==> config.mk <==
export PLATFORM = sky130hd
export DESIGN_NAME = sync_crc8_frame_receiver_unit
export DESIGN_NICKNAME = d
export VERILOG_FILES = /design/src/rtl/core/scfr_pkg.sv /design/src/rtl/core/scfr_frame.sv /design/src/rtl/core/scfr_out_buf.sv /design/src/rtl/core/sync_crc8_frame_receiver_unit.sv
export SDC_FILE = /design/constraint.sdc
export NUM_CORES = 1
export LEC_CHECK = 0
export ABC_CLOCK_PERIOD_IN_PS = 8300
export BUFFER_PORTS_ARGS = -buffer_cell sky130_fd_sc_hd__buf_2
export CAP_MARGIN = 0
export CORE_MARGIN = 3
export CORE_UTILIZATION = 40
export DETAILED_ROUTE_END_ITERATION = 10
export REMOVE_ABC_BUFFERS = 1
export SKIP_CTS_REPAIR_TIMING = 1
export SYNTH_ARGS = -nofsm -noshare
export SYNTH_HDL_FRONTEND = slang
export SYNTH_SLANG_ARGS = --single-unit
==> constraint.sdc <==
create_clock -name clk -period 8.3 [get_ports clk]
set_input_delay 0.415 -clock clk [delete_from_list [all_inputs] [get_ports clk]]
set_output_delay 0.415 -clock clk [all_outputs]
set_load 0.02 [all_outputs]
==> src/rtl/core/scfr_pkg.sv <==
// scfr_pkg: shared constants, result type and crc-8 byte update for the
// sync crc8 frame receiver. no dependencies.
`default_nettype none

package scfr_pkg;

  localparam int FRAME_LEN = 10;

  localparam logic [7:0] CRC_POLY  = 8'h8C;
  localparam logic [7:0] CRC_INIT  = 8'h00;
  localparam logic [7:0] SYNC_RESET = 8'd90;

  localparam logic [3:0] POS_LAST    = 4'(FRAME_LEN - 1);
  localparam logic [3:0] POS_CRC_END = 4'(FRAME_LEN - 2);
  localparam logic [3:0] POS_LEFT_LO  = 4'd1;
  localparam logic [3:0] POS_LEFT_HI  = 4'd4;
  localparam logic [3:0] POS_RIGHT_LO = 4'd5;
  localparam logic [3:0] POS_RIGHT_HI = 4'd8;

  localparam int         PADDR_W      = 3;
  localparam logic       REG_SYNC_IDX = 1'b0;

  localparam int RESULT_W = 65;
  localparam int M_DATA_W = 72;

  typedef struct packed {
    logic signed [31:0] right_count;
    logic signed [31:0] left_count;
    logic               frame_ok;
  } result_t;

  function automatic logic [7:0] crc8_update(input logic [7:0] crc_in,
                                             input logic [7:0] b_in);
    logic [7:0] c;
    logic [7:0] d;
    logic       mix;
    c = crc_in;
    d = b_in;
    for (int k = 0; k < 8; k++) begin
      mix = c[0] ^ d[0];
      c = c >> 1;
      if (mix) begin
        c = c ^ CRC_POLY;
      end
      d = d >> 1;
    end
    return c;
  endfunction

endpackage

`default_nettype wire

==> src/rtl/core/scfr_frame.sv <==
// scfr_frame: sync hunt, byte position, running crc and count assembly.
// depends on scfr_pkg.
`default_nettype none

module scfr_frame (
  input  wire logic              clk,
  input  wire logic              rst,
  input  wire logic [7:0]        sync_byte,
  input  wire logic              in_accept,
  input  wire logic [7:0]        in_byte,
  output logic                   res_push,
  output scfr_pkg::result_t      res_data
);
  import scfr_pkg::*;

  logic        in_frame, in_frame_next;
  logic [3:0]  pos, pos_next;
  logic [7:0]  crc, crc_next;
  logic [31:0] left_asm, left_next;
  logic [31:0] right_asm, right_next;

  logic        active;
  logic [3:0]  p;
  logic [7:0]  crc_cur;
  logic [31:0] left_cur, right_cur;
  logic [3:0]  pm1, pm5;
  logic        ok;

  always_comb begin
    active    = in_frame || (in_byte == sync_byte);
    p         = in_frame ? pos : 4'd0;
    crc_cur   = in_frame ? crc : CRC_INIT;
    left_cur  = in_frame ? left_asm : 32'd0;
    right_cur = in_frame ? right_asm : 32'd0;
    pm1       = p - POS_LEFT_LO;
    pm5       = p - POS_RIGHT_LO;
    ok        = (crc_cur == in_byte);

    in_frame_next = in_frame;
    pos_next      = pos;
    crc_next      = crc;
    left_next     = left_asm;
    right_next    = right_asm;
    res_push      = 1'b0;
    res_data.frame_ok    = ok;
    res_data.left_count  = ok ? left_cur : 32'sd0;
    res_data.right_count = ok ? right_cur : 32'sd0;

    if (in_accept && active) begin
      if (p == POS_LAST) begin
        res_push      = 1'b1;
        in_frame_next = 1'b0;
        pos_next      = 4'd0;
        crc_next      = CRC_INIT;
        left_next     = 32'd0;
        right_next    = 32'd0;
      end else begin
        in_frame_next = 1'b1;
        pos_next      = p + 4'd1;
        crc_next      = (p < POS_CRC_END) ? crc8_update(crc_cur, in_byte) : crc_cur;
        left_next     = left_cur;
        right_next    = right_cur;
        if (p >= POS_LEFT_LO && p <= POS_LEFT_HI) begin
          left_next[{pm1[1:0], 3'b000} +: 8] = in_byte;
        end else if (p >= POS_RIGHT_LO && p <= POS_RIGHT_HI) begin
          right_next[{pm5[1:0], 3'b000} +: 8] = in_byte;
        end
      end
    end
  end

  always_ff @(posedge clk) begin
    if (rst) begin
      in_frame  <= 1'b0;
      pos       <= 4'd0;
      crc       <= CRC_INIT;
      left_asm  <= 32'd0;
      right_asm <= 32'd0;
    end else begin
      in_frame  <= in_frame_next;
      pos       <= pos_next;
      crc       <= crc_next;
      left_asm  <= left_next;
      right_asm <= right_next;
    end
  end

  a_pos_range: assert property (@(posedge clk) disable iff (rst) pos <= POS_LAST)
    else $error("byte position past frame end");
  a_idle_clear: assert property (@(posedge clk) disable iff (rst)
    !in_frame |-> (pos == 4'd0 && crc == CRC_INIT))
    else $error("idle with stale frame state");
  a_push_ends: assert property (@(posedge clk) disable iff (rst)
    res_push |=> !in_frame)
    else $error("frame did not close after result");

endmodule

`default_nettype wire

==> src/rtl/core/scfr_out_buf.sv <==
// scfr_out_buf: result register with a skid stage toward the output stream.
// depends on scfr_pkg.
`default_nettype none

module scfr_out_buf (
  input  wire logic              clk,
  input  wire logic              rst,
  input  wire logic              push,
  input  wire scfr_pkg::result_t push_data,
  output logic                   can_take,
  output logic                   out_valid,
  input  wire logic              out_ready,
  output scfr_pkg::result_t      out_data
);
  import scfr_pkg::*;

  logic    skid_valid;
  result_t skid_data;

  assign can_take = !skid_valid;

  always_ff @(posedge clk) begin
    if (rst) begin
      out_valid  <= 1'b0;
      skid_valid <= 1'b0;
    end else if (!out_valid || out_ready) begin
      if (skid_valid) begin
        out_valid  <= 1'b1;
        skid_valid <= 1'b0;
      end else begin
        out_valid <= push;
      end
    end else if (push) begin
      skid_valid <= 1'b1;
    end
  end

  always_ff @(posedge clk) begin
    if (!out_valid || out_ready) begin
      out_data <= skid_valid ? skid_data : push_data;
    end else if (push) begin
      skid_data <= push_data;
    end
  end

  a_skid_behind: assert property (@(posedge clk) disable iff (rst)
    skid_valid |-> out_valid)
    else $error("skid holds a word ahead of the output");
  a_no_push_full: assert property (@(posedge clk) disable iff (rst)
    skid_valid |-> !push)
    else $error("word pushed into a full buffer");
  a_hold_word: assert property (@(posedge clk) disable iff (rst)
    (out_valid && !out_ready) |=> (out_valid && $stable(out_data)))
    else $error("output word changed while waiting");

endmodule

`default_nettype wire

==> src/rtl/core/sync_crc8_frame_receiver_unit.sv <==
// sync_crc8_frame_receiver_unit: top level, apb register and stream ports.
// depends on scfr_pkg, scfr_frame, scfr_out_buf.
//
// Byte stream in, one checked result word out per frame. While idle, bytes
// are dropped until one matches the sync register (reset 90); that byte opens
// a frame of FRAME_LEN bytes and every later byte belongs to the frame. A
// reflected crc-8 (poly 0x8C, init 0) covers bytes 0 to FRAME_LEN-3, the last
// byte is the checksum, bytes 1-4 and 5-8 form two little-endian signed
// counts, zeroed when the checksum fails. One byte is taken every cycle: the
// crc step is a combinational xor network and the result goes into a
// registered output stage with a skid entry, so s_tready drops only when both
// entries hold words. The result of a frame's last byte goes to the output
// register, or to the skid entry while the output word waits for m_tready.
`default_nettype none

module sync_crc8_frame_receiver_unit (
  input  wire logic                          clk,
  input  wire logic                          rst,
  input  wire logic                          psel,
  input  wire logic                          penable,
  input  wire logic                          pwrite,
  input  wire logic [scfr_pkg::PADDR_W-1:0]  paddr,
  input  wire logic [31:0]                   pwdata,
  output logic      [31:0]                   prdata,
  output logic                               pready,
  input  wire logic                          s_tvalid,
  output logic                               s_tready,
  input  wire logic [7:0]                    s_tdata,   // rx_byte
  output logic                               m_tvalid,
  input  wire logic                          m_tready,
  output logic [scfr_pkg::M_DATA_W-1:0]      m_tdata    // frame_ok, left_count, right_count
);
  import scfr_pkg::*;

  logic    [7:0] sync_byte;
  logic          in_accept;
  logic          res_push;
  result_t       res_data;
  result_t       out_data;

  assign pready = 1'b1;
  assign prdata = (paddr[2] == REG_SYNC_IDX) ? {24'd0, sync_byte} : 32'd0;

  always_ff @(posedge clk) begin
    if (rst) begin
      sync_byte <= SYNC_RESET;
    end else if (psel && penable && pwrite && pready && paddr[2] == REG_SYNC_IDX) begin
      sync_byte <= pwdata[7:0];
    end
  end

  assign in_accept = s_tvalid && s_tready;

  scfr_frame u_frame (
    .clk       (clk),
    .rst       (rst),
    .sync_byte (sync_byte),
    .in_accept (in_accept),
    .in_byte   (s_tdata),
    .res_push  (res_push),
    .res_data  (res_data)
  );

  scfr_out_buf u_out (
    .clk       (clk),
    .rst       (rst),
    .push      (res_push),
    .push_data (res_data),
    .can_take  (s_tready),
    .out_valid (m_tvalid),
    .out_ready (m_tready),
    .out_data  (out_data)
  );

  assign m_tdata = {{(M_DATA_W - RESULT_W){1'b0}}, out_data};

  a_bad_zero: assert property (@(posedge clk) disable iff (rst)
    (m_tvalid && !m_tdata[0]) |-> (m_tdata[64:1] == 64'd0))
    else $error("failed frame carries nonzero counts");

endmodule

`default_nettype wire
==> flow_summary.html, run 1 <==
<table>
<tr><th>Metric</th><th>Value</th></tr>
<tr><th colspan="2">STA</th></tr>
<tr><td>Worst-margin pin slew</td><td>1.07 ns</td></tr>
<tr><td>Min Tclk post-route</td><td>3.19 ns</td></tr>
<tr><td>Setup violations, final</td><td>0</td></tr>
<tr><td>Tcrit/Tclk final</td><td>38.4%</td></tr>
<tr><td>Top achievable clock speed</td><td>314 MHz</td></tr>
<tr><td>Final Hold Fails</td><td>0</td></tr>
<tr><td>Setup TNS</td><td>0 ns</td></tr>
<tr><td>Post-route setup slack</td><td>just over 5 ns</td></tr>
<tr><td>Slew headroom</td><td>28.8%</td></tr>
<tr><td>Unrepaired setup endpoints after global routing</td><td>false</td></tr>
<tr><td>Final-report max-slew violation count</td><td>0</td></tr>
<tr><td>Clock skew after layout</td><td>0.0160 ns</td></tr>
<tr><th colspan="2">Setup path</th></tr>
<tr><td>Worst flop-to-flop path startpoint</td><td>u_frame.pos[3]</td></tr>
<tr><td>Worst setup path class</td><td>register to register</td></tr>
<tr><td>Kind of end point of the critical path</td><td>register</td></tr>
<tr><td>Worst Path Required</td><td>8.42 ns</td></tr>
<tr><td>Critical Path Start Type</td><td>register</td></tr>
<tr><td>Worst Setup SP</td><td>u_frame.pos[3]</td></tr>
<tr><td>Crit-path max FO</td><td>a little over 50</td></tr>
<tr><td>Critical Path AT</td><td>around 3.3 ns</td></tr>
<tr><th colspan="2">Clock network</th></tr>
<tr><td>Clock tree root buffer cell</td><td>clkbuf_16</td></tr>
<tr><td>Clock latency at the later pin of the worst-skew pair</td><td>approximately 0.50 ns</td></tr>
<tr><td>Clock slew seen by the registers of the worst setup and hold paths</td><td>0.06 ns</td></tr>
<tr><td>Clock sink total</td><td>217</td></tr>
<tr><td>Bufs on Longest Clock Path</td><td>3</td></tr>
<tr><td>CTS tree</td><td>built</td></tr>
<tr><td>Number of H-tree levels</td><td>1</td></tr>
<tr><td>Number of clock buffers inserted by TritonCTS</td><td>23</td></tr>
<tr><th colspan="2">Synthesis</th></tr>
<tr><td>Number of enable flip-flop cells after synthesis</td><td>130</td></tr>
<tr><td>Number of instances in the synthesized netlist</td><td>between 700 and 800</td></tr>
<tr><td>Simple-gate area share of the yosys netlist</td><td>between 10 and 15%</td></tr>
<tr><td>Mux cell area share after synthesis</td><td>under 10%</td></tr>
<tr><td>Average size of a mapped cell</td><td>between 10 and 15 sq um</td></tr>
<tr><td>Share of the yosys chip area belonging to registers</td><td>59.4%</td></tr>
<tr><td>Library cell with the largest summed area after synthesis</td><td>edfxtp_1</td></tr>
<tr><td>Post-Synthesis Cell Area</td><td>9500 sq um</td></tr>
<tr><td>Synthesized-area fraction occupied by adder cells</td><td>0%</td></tr>
<tr><td>Combinational family with the most area after synthesis</td><td>compound AO/OA/AOI/OAI gates</td></tr>
<tr><td>Top cell type's share of synthesized area</td><td>41.1%</td></tr>
<tr><td>Largest cells by area after synthesis</td><td>edfxtp_1 (41%), dfxtp_1 (18%), a22oi_1 (5.5%)</td></tr>
<tr><td>Top_reg_cell synth</td><td>edfxtp_1</td></tr>
<tr><td>Post-synthesis xor/xnor area fraction</td><td>4.66%</td></tr>
<tr><td>Fraction of the mapped netlist area in compound gates</td><td>between 10% and 20%</td></tr>
<tr><td>Yosys warning total</td><td>0</td></tr>
<tr><td>Seq cells post-synth</td><td>217</td></tr>
<tr><td>Post-synth ARST share</td><td>0%</td></tr>
<tr><td>Count of different cell masters after synthesis</td><td>between 50 and 60</td></tr>
<tr><th colspan="2">Job</th></tr>
<tr><td>Max-cap violation count</td><td>0</td></tr>
<tr><th colspan="2">Global routing</th></tr>
<tr><td>First-pass GRT wire length</td><td>34100 um</td></tr>
<tr><td>Number of global-route vias before repair</td><td>roughly 6.1k</td></tr>
<tr><td>Antenna violations before repair</td><td>0</td></tr>
<tr><td>Global-route usage over all layers</td><td>16.4%</td></tr>
<tr><td>Maximum number of pins on one net before global-route repair</td><td>between 100 and 150</td></tr>
<tr><td>Total global routing overflow</td><td>0</td></tr>
<tr><th colspan="2">Die</th></tr>
<tr><td>X dimension of the die</td><td>160 um</td></tr>
<tr><td>Die Y</td><td>~160 um</td></tr>
<tr><td>Standard-cell rows</td><td>between 50 and 60</td></tr>
<tr><td>Core Region</td><td>23000 sq um</td></tr>
<tr><td>Starting Density</td><td>between 40% and 50%</td></tr>
<tr><td>Die ar.</td><td>25600 sq um</td></tr>
<tr><td>Total I/O pin count</td><td>157</td></tr>
<tr><th colspan="2">Route</th></tr>
<tr><td>Antenna viol nets, final</td><td>0</td></tr>
<tr><td>Average wire per cell in the routed design</td><td>18.1 um</td></tr>
<tr><td>Via Count</td><td>6329</td></tr>
<tr><td>Total Wirelength</td><td>21500 um</td></tr>
<tr><td>Average vias per placed instance</td><td>5.35</td></tr>
<tr><td>Initial DRT Pass Iterations</td><td>5</td></tr>
<tr><td>Number of design rule violations left after detail routing</td><td>0</td></tr>
<tr><td>Number of DRC violations after detailed-routing iteration 0</td><td>533</td></tr>
<tr><th colspan="2">Pwr</th></tr>
<tr><td>Cell area power density</td><td>206 nW/um^2</td></tr>
<tr><td>IR Drop Worst-Case VDD</td><td>between 0.1 and 0.15 mV</td></tr>
<tr><td>Total leakage power</td><td>4.26 nW</td></tr>
<tr><th colspan="2">Final layout</th></tr>
<tr><td>Inserted Diodes</td><td>0</td></tr>
<tr><td>Sequential cell area in the final layout</td><td>5650 sq um</td></tr>
<tr><td># nets final</td><td>between 900 and 1k</td></tr>
<tr><td>Commonest non-fill, non-tap cell in the layout</td><td>edfxtp_1</td></tr>
<tr><td>Multi-input logic area</td><td>3420 sq um</td></tr>
<tr><td>Area delta synth-&gt;final</td><td>13.2%</td></tr>
<tr><td>Fraction of layout cells with a size suffix above 1</td><td>20.1%</td></tr>
<tr><td># fillers</td><td>2217</td></tr>
<tr><td>Most frequent cells in the layout</td><td>edfxtp_1 (130), buf_2 (98), nor2_1 (89)</td></tr>
<tr><th colspan="2">Place</th></tr>
<tr><td>DPL Wire Length</td><td>11900 um</td></tr>
<tr><td>Final estimated routing congestion in global placement</td><td>0.761</td></tr>
<tr><td>Number of port buffers</td><td>98</td></tr>
<tr><td>Place WS</td><td>between 5 and 6 ns</td></tr>
<tr><th colspan="2">Hold path</th></tr>
<tr><td>Startpoint of the most critical hold path</td><td>pwdata[1]</td></tr>
<tr><td>Hold crit path type</td><td>input port to register</td></tr>
<tr><th colspan="2">Status</th></tr>
<tr><td>Run status</td><td>finished clean</td></tr>
</table>
-- flip-flops by register name, summed over array words and instances, names as in the netlist --
name,count
u_frame.right_asm,32
sync_byte,8
u_out.skid_valid,1
u_out.skid_data,65
u_frame.in_frame,1
u_out.out_data,65
u_frame.pos,4
u_frame.left_asm,32
u_out.out_valid,1
u_frame.crc,8
-- area by class of cell --
cell class                 instances  area share (%)
clock buffer                      30            5.78
clock inverter                    11           0.988
inverter                           6           0.209
multi-input combinational        500            31.8
sequential                       217            52.5
tap                              313            3.64
timing repair buffer             106            5.12
-- synthesized netlist by cell type, types with 2 or more instances --
master / number
a21oi_1: 9
a32o_1: 49
and4bb_1: 2
buf_2: 20
mux2_2: 15
and3_1: 64
buf_4: 39
o31ai_1: 3
nor3_1: 4
mux2i_1: 3
nand2_1: 38
nor2b_1: 12
nor2_1: 90
and2_1: 2
xnor2_1: 17
o21ai_0: 16
a32oi_1: 7
nand3_2: 8
inv_1: 5
edfxtp_1: 130
clkbuf_1: 36
nand2b_1: 2
xnor3_1: 3
nor4_4: 2
conb_1: 2
buf_1: 3
dfxtp_1: 87
a31o_2: 2
nand3_1: 2
a22oi_1: 69
nand3b_1: 6
xor2_1: 20
-- metal layers --
layer,up-vias,track usage (%),wire [um]
met1,3095,23.1,9960
li1,3020,-,-
met2,191,26.7,9880
met5,-,0,0
met4,0,3.63,295
met3,23,2.65,1320
-- path summary, 6_finish.rpt --
check / slack, ns / cells past startpoint / to
setup / recovery: 5.11 / 5 / u_out.skid_data[25]
hold / removal: 0.14 / 3 / sync_byte[1]
setup reg to reg: 5.11 / 5 / u_out.skid_data[25]
hold reg to reg: 0.48 / 2 / sync_byte[7]
-- through the flow --
| step | std cells | hold slack, ns | power [mW] | util (%) | instance area, sq um |
|---|---|---|---|---|---|
| after global routing | 1183 | 0.131 | 2.29 | 46.8 | 10800 |
| after CTS | 1183 | 0.127 | 2.24 | 46.8 | 10800 |
| after global placement | 1142 | 0.467 | 1.24 | 43.6 | 10000 |
| after detailed placement | 1142 | 0.475 | 1.25 | 43.6 | 10000 |
| after floorplan | 723 | 0.450 | 1.21 | - | 9060 |
| final | 1183 | 0.140 | 2.22 | 46.8 | 10800 |
-- cells by family (layout without fill, tap and decap cells) --
logic type,count (synthesis),count (layout)
and+or+nand+nor,239,239
muxes,19,19
AOI/OAI and AO/OA,168,168
other,2,32
buffers and inverters,105,153
xor gates and xnor gates,42,42
DFF,217,217
-- where the power goes --
part	total, mW	switching, mW	internal (mW)
clock	0.992	0.404	0.589
combinational	0.0915	0.0622	0.0293
sequential	1.13	0.00138	1.13
total	2.21	0.467	1.75
-- critical path: stages, from the launching register on --
cell     delay (ns)
dfxtp_1        0.59
nand2_1        0.37
nor3_1         0.54
nand2_1        0.18
nor2_4         0.43
buf_4          0.67
(Power assumes the default switching activity.)
==> run 2, diff against run 1 <==
ABC_CLOCK_PERIOD_IN_PS = 2610   (was 8300)
clock period = 2.61 ns   (was 8.3 ns; I/O delays follow)
==> run 2 against run 1 <==
Net effect:
- clock-buffer cell count is 7 higher
- sequential share of layout area is 1.3 points lower
- worst setup slack worse by 4.7 ns
- critical path depth is 2 higher
- non-clock buffer count is 36 higher
- highest routed layer unchanged
- critical path type unchanged
- design area is 2.5% higher
==> flow_summary.html, run 2 (synthesized netlist as in run 1, its figures left out) <==
<table>
<tr><th>Metric</th><th>Value</th></tr>
<tr><th colspan="2">Route</th></tr>
<tr><td>Number of DRC violations after detailed-routing iteration 0</td><td>about 500</td></tr>
<tr><td>Average wire per cell in the routed design</td><td>18.0 um</td></tr>
<tr><td>Initial DRT Pass Iterations</td><td>5</td></tr>
<tr><td>Total Wirelength</td><td>21900 um</td></tr>
<tr><td>Via Count</td><td>roughly 6.5k</td></tr>
<tr><td>Antenna viol nets, final</td><td>0</td></tr>
<tr><td>Average vias per placed instance</td><td>5.32</td></tr>
<tr><td>Number of design rule violations left after detail routing</td><td>0</td></tr>
<tr><th colspan="2">Setup path</th></tr>
<tr><td>Worst flop-to-flop path startpoint</td><td>u_frame.crc[4]</td></tr>
<tr><td>Number of buffers and inverters on the critical path</td><td>2</td></tr>
<tr><td>Critical Path Start Type</td><td>register</td></tr>
<tr><td>Worst Path Required</td><td>2.95 ns</td></tr>
<tr><td>Reg2reg setup slack</td><td>0.40 ns</td></tr>
<tr><td>Cells along the critical path</td><td>and4bb_1 &gt; a31o_2 &gt; a22oi_1 &gt; nor4_4 &gt; buf_12 &gt; buf_4 &gt; a32o_1</td></tr>
<tr><td>Max stage delay cell, worst path</td><td>dfxtp_1</td></tr>
<tr><td>Cell type group with the largest total delay on the critical path</td><td>simple AND/OR/NAND/NOR gates</td></tr>
<tr><td>Worst stage delay on the critical path</td><td>0.47 ns</td></tr>
<tr><td>Worst setup path class</td><td>register to register</td></tr>
<tr><td>Crit-path max FO</td><td>between 50 and 60</td></tr>
<tr><td>Cell depth of the worst flop-to-flop path</td><td>7</td></tr>
<tr><td>Kind of end point of the critical path</td><td>register</td></tr>
<tr><td>Critical Path AT</td><td>2.55 ns</td></tr>
<tr><td>R2R Path End</td><td>u_out.out_data[61]</td></tr>
<tr><th colspan="2">Hold path</th></tr>
<tr><td>Startpoint of the most critical hold path</td><td>s_tdata[1]</td></tr>
<tr><td>Hold-critical path depth</td><td>3</td></tr>
<tr><td>Hold crit path type</td><td>input port to register</td></tr>
<tr><td>Hold Path Sink</td><td>u_frame.right_asm[9]</td></tr>
<tr><th colspan="2">Global routing</th></tr>
<tr><td>Antenna violations before repair</td><td>0</td></tr>
<tr><td>GR Util met1</td><td>roughly a quarter</td></tr>
<tr><td>Busiest layer in global routing</td><td>met2</td></tr>
<tr><td>Total global routing overflow</td><td>0</td></tr>
<tr><td>Number of global-route vias before repair</td><td>6134</td></tr>
<tr><td>Global-route usage over all layers</td><td>16.6%</td></tr>
<tr><td>Maximum number of pins on one net before global-route repair</td><td>60</td></tr>
<tr><td>Met2 usage in global routing</td><td>between 20% and 30%</td></tr>
<tr><td>GR met3 Demand/Resource</td><td>2.75%</td></tr>
<tr><td>First-pass GRT wire length</td><td>34700 um</td></tr>
<tr><th colspan="2">Place</th></tr>
<tr><td>Place WS</td><td>0.434 ns</td></tr>
<tr><td>Number of port buffers</td><td>between 90 and 100</td></tr>
<tr><td>Area after DPL</td><td>10300 sq um</td></tr>
<tr><td>DPL Wire Length</td><td>between 10000 and 15000 um</td></tr>
<tr><td>Final estimated routing congestion in global placement</td><td>between 0.7 and 0.8</td></tr>
<tr><th colspan="2">Final layout</th></tr>
<tr><td>Fraction of layout cells with a size suffix above 1</td><td>21.9%</td></tr>
<tr><td>Design area</td><td>11000 sq um</td></tr>
<tr><td>Most frequent cells in the layout</td><td>edfxtp_1 (130), buf_2 (98), nor2_1 (89)</td></tr>
<tr><td>Area delta synth-&gt;final</td><td>16.1%</td></tr>
<tr><td># nets final</td><td>940</td></tr>
<tr><td>Inserted Diodes</td><td>0</td></tr>
<tr><td>Commonest non-fill, non-tap cell in the layout</td><td>edfxtp_1</td></tr>
<tr><td>Largest registers in the final layout</td><td>u_out.out_data x65, u_out.skid_data x65</td></tr>
<tr><td># fillers</td><td>about 2.2k</td></tr>
<tr><th colspan="2">Die</th></tr>
<tr><td>Starting Density</td><td>41.3%</td></tr>
<tr><td>Standard-cell rows</td><td>55</td></tr>
<tr><td>Die Y</td><td>160 um</td></tr>
<tr><td>Total I/O pin count</td><td>157</td></tr>
<tr><td>Die ar.</td><td>25600 sq um</td></tr>
<tr><td>X dimension of the die</td><td>160 um</td></tr>
<tr><td>Core Region</td><td>23000 sq um</td></tr>
<tr><th colspan="2">STA</th></tr>
<tr><td>Final Hold Fails</td><td>0</td></tr>
<tr><td>Post-route setup slack</td><td>0.401 ns</td></tr>
<tr><td>Top achievable clock speed</td><td>453 MHz</td></tr>
<tr><td>Clock skew after layout</td><td>0.0158 ns</td></tr>
<tr><td>Tcrit/Tclk final</td><td>about 85%</td></tr>
<tr><td>Setup violations, final</td><td>0</td></tr>
<tr><td>Slew headroom</td><td>between 50% and 60%</td></tr>
<tr><td>Unrepaired setup endpoints after global routing</td><td>false</td></tr>
<tr><td>Worst hold-check slack</td><td>0.0430 ns</td></tr>
<tr><td>Worst-margin pin slew</td><td>around 0.64 ns</td></tr>
<tr><td>Final-report max-slew violation count</td><td>0</td></tr>
<tr><td>Min Tclk post-route</td><td>around 2.2 ns</td></tr>
<tr><th colspan="2">Status</th></tr>
<tr><td>Run status</td><td>finished clean</td></tr>
<tr><th colspan="2">Clock network</th></tr>
<tr><td>Clock tree root buffer cell</td><td>clkbuf_16</td></tr>
<tr><td>Number of clock buffers inserted by TritonCTS</td><td>23</td></tr>
<tr><td>Bufs on Longest Clock Path</td><td>3</td></tr>
<tr><td>CTS tree</td><td>built</td></tr>
<tr><td>Clock sink total</td><td>217</td></tr>
<tr><td>Clock slew seen by the registers of the worst setup and hold paths</td><td>0.06 ns</td></tr>
<tr><td>Number of H-tree levels</td><td>1</td></tr>
<tr><td>Clock latency at the later pin of the worst-skew pair</td><td>0.50 ns</td></tr>
<tr><th colspan="2">Pwr</th></tr>
<tr><td>Total leakage power</td><td>roughly 4.4 nW</td></tr>
<tr><td>Cell area power density</td><td>619 nW/um^2</td></tr>
<tr><td>IR Drop Worst-Case VDD</td><td>roughly 0.36 mV</td></tr>
<tr><th colspan="2">Job</th></tr>
<tr><td>Max-cap violation count</td><td>0</td></tr>
</table>
-- run 2: changes by cell type in the layout (fill, tap and decap cells not counted), sizes merged --
cell         before  now
clkinv            6    4
dlygate4sd3       0    9
clkinvlp          3    0
buf             106  133
bufinv            2    0
clkbuf           30   37
-- run 2: worst max-delay path by stage --
stage | to | start | cells past startpoint | slack (ns)
after floorplan | u_out.skid_data[0] | u_frame.in_frame | 4 | -3.20
after global placement | u_out.out_data[61] | s_tdata[0] | 8 | 0.45
after detailed placement | u_out.out_data[3] | s_tdata[0] | 8 | 0.43
after CTS | u_out.out_data[61] | u_frame.crc[4] | 7 | 0.42
after global routing | u_out.out_data[61] | u_frame.crc[5] | 7 | 0.27
final | u_out.out_data[61] | u_frame.crc[4] | 7 | 0.40
-- run 2: power breakdown --
group / leakage (nW) / internal, mW / switching, mW
registers: 1.99 / 3.59 / 0.00490
clock network: 0.323 / 1.69 / 1.22
logic: 2.07 / 0.115 / 0.203
total: 4.39 / 5.40 / 1.43
-- run 2: cell type report --
type                            instances  area, sq um  area share (%)
Sequential cell                       217         5650            51.2
Timing Repair Buffer                  142          881            7.99
Clock buffer                           37          648            5.88
Inverter                                6         22.5           0.204
Clock inverter                          4         21.3           0.193
Tap cell                              313          392            3.55
Multi-Input combinational cell        500         3420            31.0
-- run 2: worst reg2reg max path: cells and delay by family (launching register included) --
| kind | cells | cell delay (ns) |
|---|---|---|
| buffers and inverters | 2 | 0.57 |
| AND/OR/NAND/NOR | 2 | 0.58 |
| flip-flops | 1 | 0.47 |
| AO/OA/AOI/OAI | 3 | 0.43 |
-- run 2: per-stage QoR --
step	utilization (%)	TNS, ns	total power [mW]	std cells
floorplan	-	-485.92	3.85	723
global placement	44.7	0	3.98	1169
detailed placement	44.7	0	3.98	1169
CTS	47.6	0	6.91	1210
global route	48.0	0	7.08	1219
finish	48.0	0	6.83	1219
-- run 2: per-layer routing --
metal,part of all wire (%),vias to the layer above,routed length [um]
met5,0,-,0
met4,1.9,0,406
met3,5.4,29,1190
met2,46,199,10100
met1,47,3154,10200
li1,-,3103,-
==> run 3, diff against run 2 <==
ABC_CLOCK_PERIOD_IN_PS = 2100   (was 2610)
clock period = 2.1 ns   (was 2.61 ns; I/O delays follow)
==> run 3 against run 2 <==
Net effect:
- flip-flop and latch count stayed put
- sequential share of layout area is 1.7 points lower
- clock skew about the same
- critical path type unchanged
- largest power group unchanged
- highest routed layer unchanged
==> flow_summary.html, run 3 (synthesized netlist as in run 1, its figures left out) <==
<table>
<tr><th>Metric</th><th>Value</th></tr>
<tr><th colspan="2">Status</th></tr>
<tr><td>Run status</td><td>finished clean</td></tr>
<tr><th colspan="2">Route</th></tr>
<tr><td>Number of DRC violations after detailed-routing iteration 0</td><td>571</td></tr>
<tr><td>Average vias per placed instance</td><td>around 5.3</td></tr>
<tr><td>Initial DRT Pass Iterations</td><td>5</td></tr>
<tr><td>Number of design rule violations left after detail routing</td><td>0</td></tr>
<tr><td>Via Count</td><td>approximately 6.6k</td></tr>
<tr><td>Average wire per cell in the routed design</td><td>between 15 and 20 um</td></tr>
<tr><td>Total Wirelength</td><td>approximately 22000 um</td></tr>
<tr><td>Antenna viol nets, final</td><td>0</td></tr>
<tr><th colspan="2">Clock network</th></tr>
<tr><td>Bufs on Longest Clock Path</td><td>3</td></tr>
<tr><td>Number of clock buffers inserted by TritonCTS</td><td>23</td></tr>
<tr><td>Clock tree root buffer cell</td><td>clkbuf_16</td></tr>
<tr><td>CTS tree</td><td>built</td></tr>
<tr><td>Clock sink total</td><td>about 220</td></tr>
<tr><td>Clock latency at the later pin of the worst-skew pair</td><td>~0.5 ns</td></tr>
<tr><td>Clock slew seen by the registers of the worst setup and hold paths</td><td>0.06 ns</td></tr>
<tr><td>Number of H-tree levels</td><td>1</td></tr>
<tr><th colspan="2">Place</th></tr>
<tr><td>DPL Wire Length</td><td>14300 um</td></tr>
<tr><td>Number of port buffers</td><td>between 90 and 100</td></tr>
<tr><td>Placed cell count</td><td>approximately 1.2k</td></tr>
<tr><td>Area after DPL</td><td>10500 sq um</td></tr>
<tr><td>Final estimated routing congestion in global placement</td><td>around 0.83</td></tr>
<tr><th colspan="2">STA</th></tr>
<tr><td>Tcrit/Tclk final</td><td>95.7%</td></tr>
<tr><td>Final Hold Fails</td><td>0</td></tr>
<tr><td>Unrepaired setup endpoints after global routing</td><td>true</td></tr>
<tr><td>Setup TNS</td><td>0 ns</td></tr>
<tr><td>Slew headroom</td><td>66.5%</td></tr>
<tr><td>Worst-margin pin slew</td><td>0.501 ns</td></tr>
<tr><td>Final-report max-slew violation count</td><td>0</td></tr>
<tr><td>Setup violations, final</td><td>0</td></tr>
<tr><td>Clock skew after layout</td><td>between 0.015 and 0.02 ns</td></tr>
<tr><td>Min Tclk post-route</td><td>2.01 ns</td></tr>
<tr><td>Top achievable clock speed</td><td>between 400 and 500 MHz</td></tr>
<tr><th colspan="2">Pwr</th></tr>
<tr><td>IR Drop Worst-Case VDD</td><td>0.560 mV</td></tr>
<tr><td>Clock network fraction of total power</td><td>46.1%</td></tr>
<tr><td>Cell area power density</td><td>~790 nW/um^2</td></tr>
<tr><td>Total leakage power</td><td>4.60 nW</td></tr>
<tr><td>Fraction of power consumed by combinational cells</td><td>approximately 4.6%</td></tr>
<tr><td>Switching part of the total</td><td>20.3%</td></tr>
<tr><td>Sequential power share</td><td>49.3%</td></tr>
<tr><td>Internal power summed over all cells</td><td>between 7 and 8 mW</td></tr>
<tr><td>Net Switching</td><td>around 1.8 mW</td></tr>
<tr><th colspan="2">Final layout</th></tr>
<tr><td>Design area</td><td>roughly 11000 sq um</td></tr>
<tr><td>Area delta synth-&gt;final</td><td>20.3%</td></tr>
<tr><td>Most frequent cells in the layout</td><td>edfxtp_1 (130), buf_2 (98), nor2_1 (89)</td></tr>
<tr><td>Sequential cell area in the final layout</td><td>~5700 sq um</td></tr>
<tr><td>Final Non-Filler Cells</td><td>approximately 1.2k</td></tr>
<tr><td># nets final</td><td>964</td></tr>
<tr><td>Commonest non-fill, non-tap cell in the layout</td><td>edfxtp_1</td></tr>
<tr><td># fillers</td><td>2125</td></tr>
<tr><td>Final Util</td><td>between 40% and 50%</td></tr>
<tr><td>Multi-input logic area</td><td>3430 sq um</td></tr>
<tr><td>Fraction of layout cells with a size suffix above 1</td><td>24.9%</td></tr>
<tr><td>Largest registers in the final layout</td><td>u_out.out_data x65, u_out.skid_data x65</td></tr>
<tr><th colspan="2">Hold path</th></tr>
<tr><td>Hold crit path type</td><td>input port to register</td></tr>
<tr><th colspan="2">Die</th></tr>
<tr><td>Standard-cell rows</td><td>55</td></tr>
<tr><td>Core Region</td><td>23000 sq um</td></tr>
<tr><td>Total I/O pin count</td><td>157</td></tr>
<tr><td>Die Y</td><td>about 160 um</td></tr>
<tr><td>Starting Density</td><td>41.3%</td></tr>
<tr><td>X dimension of the die</td><td>160 um</td></tr>
<tr><td>Die ar.</td><td>25600 sq um</td></tr>
<tr><th colspan="2">Global routing</th></tr>
<tr><td>Total global routing overflow</td><td>0</td></tr>
<tr><td>Global-route usage over all layers</td><td>16.9%</td></tr>
<tr><td>First-pass GRT wire length</td><td>35500 um</td></tr>
<tr><td>Number of global-route vias before repair</td><td>6321</td></tr>
<tr><td>Antenna violations before repair</td><td>1</td></tr>
<tr><td>Maximum number of pins on one net before global-route repair</td><td>47</td></tr>
<tr><th colspan="2">Job</th></tr>
<tr><td>Max-cap violation count</td><td>0</td></tr>
<tr><th colspan="2">Setup path</th></tr>
<tr><td>Crit-path max FO</td><td>18</td></tr>
<tr><td>Kind of end point of the critical path</td><td>register</td></tr>
<tr><td>Critical Path AT</td><td>2.26 ns</td></tr>
<tr><td>Critical Path Start Type</td><td>register</td></tr>
<tr><td>Worst Path Required</td><td>about 2.4 ns</td></tr>
<tr><td>Worst setup path class</td><td>register to register</td></tr>
</table>
==> run 3: critical path: stages (launching register included) <==
cell,delay (ns)
dfxtp_1,0.36
and4bb_1,0.22
a31o_2,0.20
a22oi_1,0.13
buf_4,0.15
nor4_4,0.04
buf_12,0.16
and3_1,0.21
mux2_2,0.27
==> run 3: cell type report <==
type	instances	area share (%)
antenna	1	0.0219
sequential	217	49.5
multi-input combinational	500	30.0
inverter	6	0.197
clock inverter	10	1.29
tap	313	3.43
timing repair buffer	166	9.98
clock buffer	31	5.56
==> run 3: final timing paths <==
| check | from | to | slack (ns) | depth (start not counted) |
|---|---|---|---|---|
| setup / recovery | u_frame.crc[4] | u_out.out_data[3] | 0.09 | 8 |
| hold / removal | rst | u_frame.right_asm[12] | 0.04 | 2 |
| setup reg to reg | u_frame.crc[4] | u_out.out_data[3] | 0.09 | 8 |
| hold reg to reg | sync_byte[0] | sync_byte[0] | 0.49 | 2 |
==> run 3: power by group through the flow <==
stage               combinational (mW)  clock (mW)  sequential, mW
floorplan                        0.217           0            4.56
global placement                 0.402           0            4.56
detailed placement               0.402           0            4.56
CTS                              0.403        4.28            4.47
global route                     0.450        4.46            4.47
finish                           0.418        4.18            4.47
==> run 3: metrics by stage <==
step / power (mW) / setup slack [ns] / hold WS [ns]
after detailed placement: 4.97 / 0.0547 / 0.330
after floorplan: 4.78 / -3.71 / 0.174
after global routing: 9.37 / -0.0324 / 0.0541
after global placement: 4.97 / 0.0607 / 0.322
after CTS: 9.15 / 0.0298 / -0.191
final: 9.07 / 0.0899 / 0.0357
==> run 3: metal layers <==
metal / part of all wire [%] / track usage (%)
met5: 0 / 0
met4: 2.1 / 5.01
met3: 5.6 / 2.44
met2: 46 / 27.0
met1: 46 / 23.9
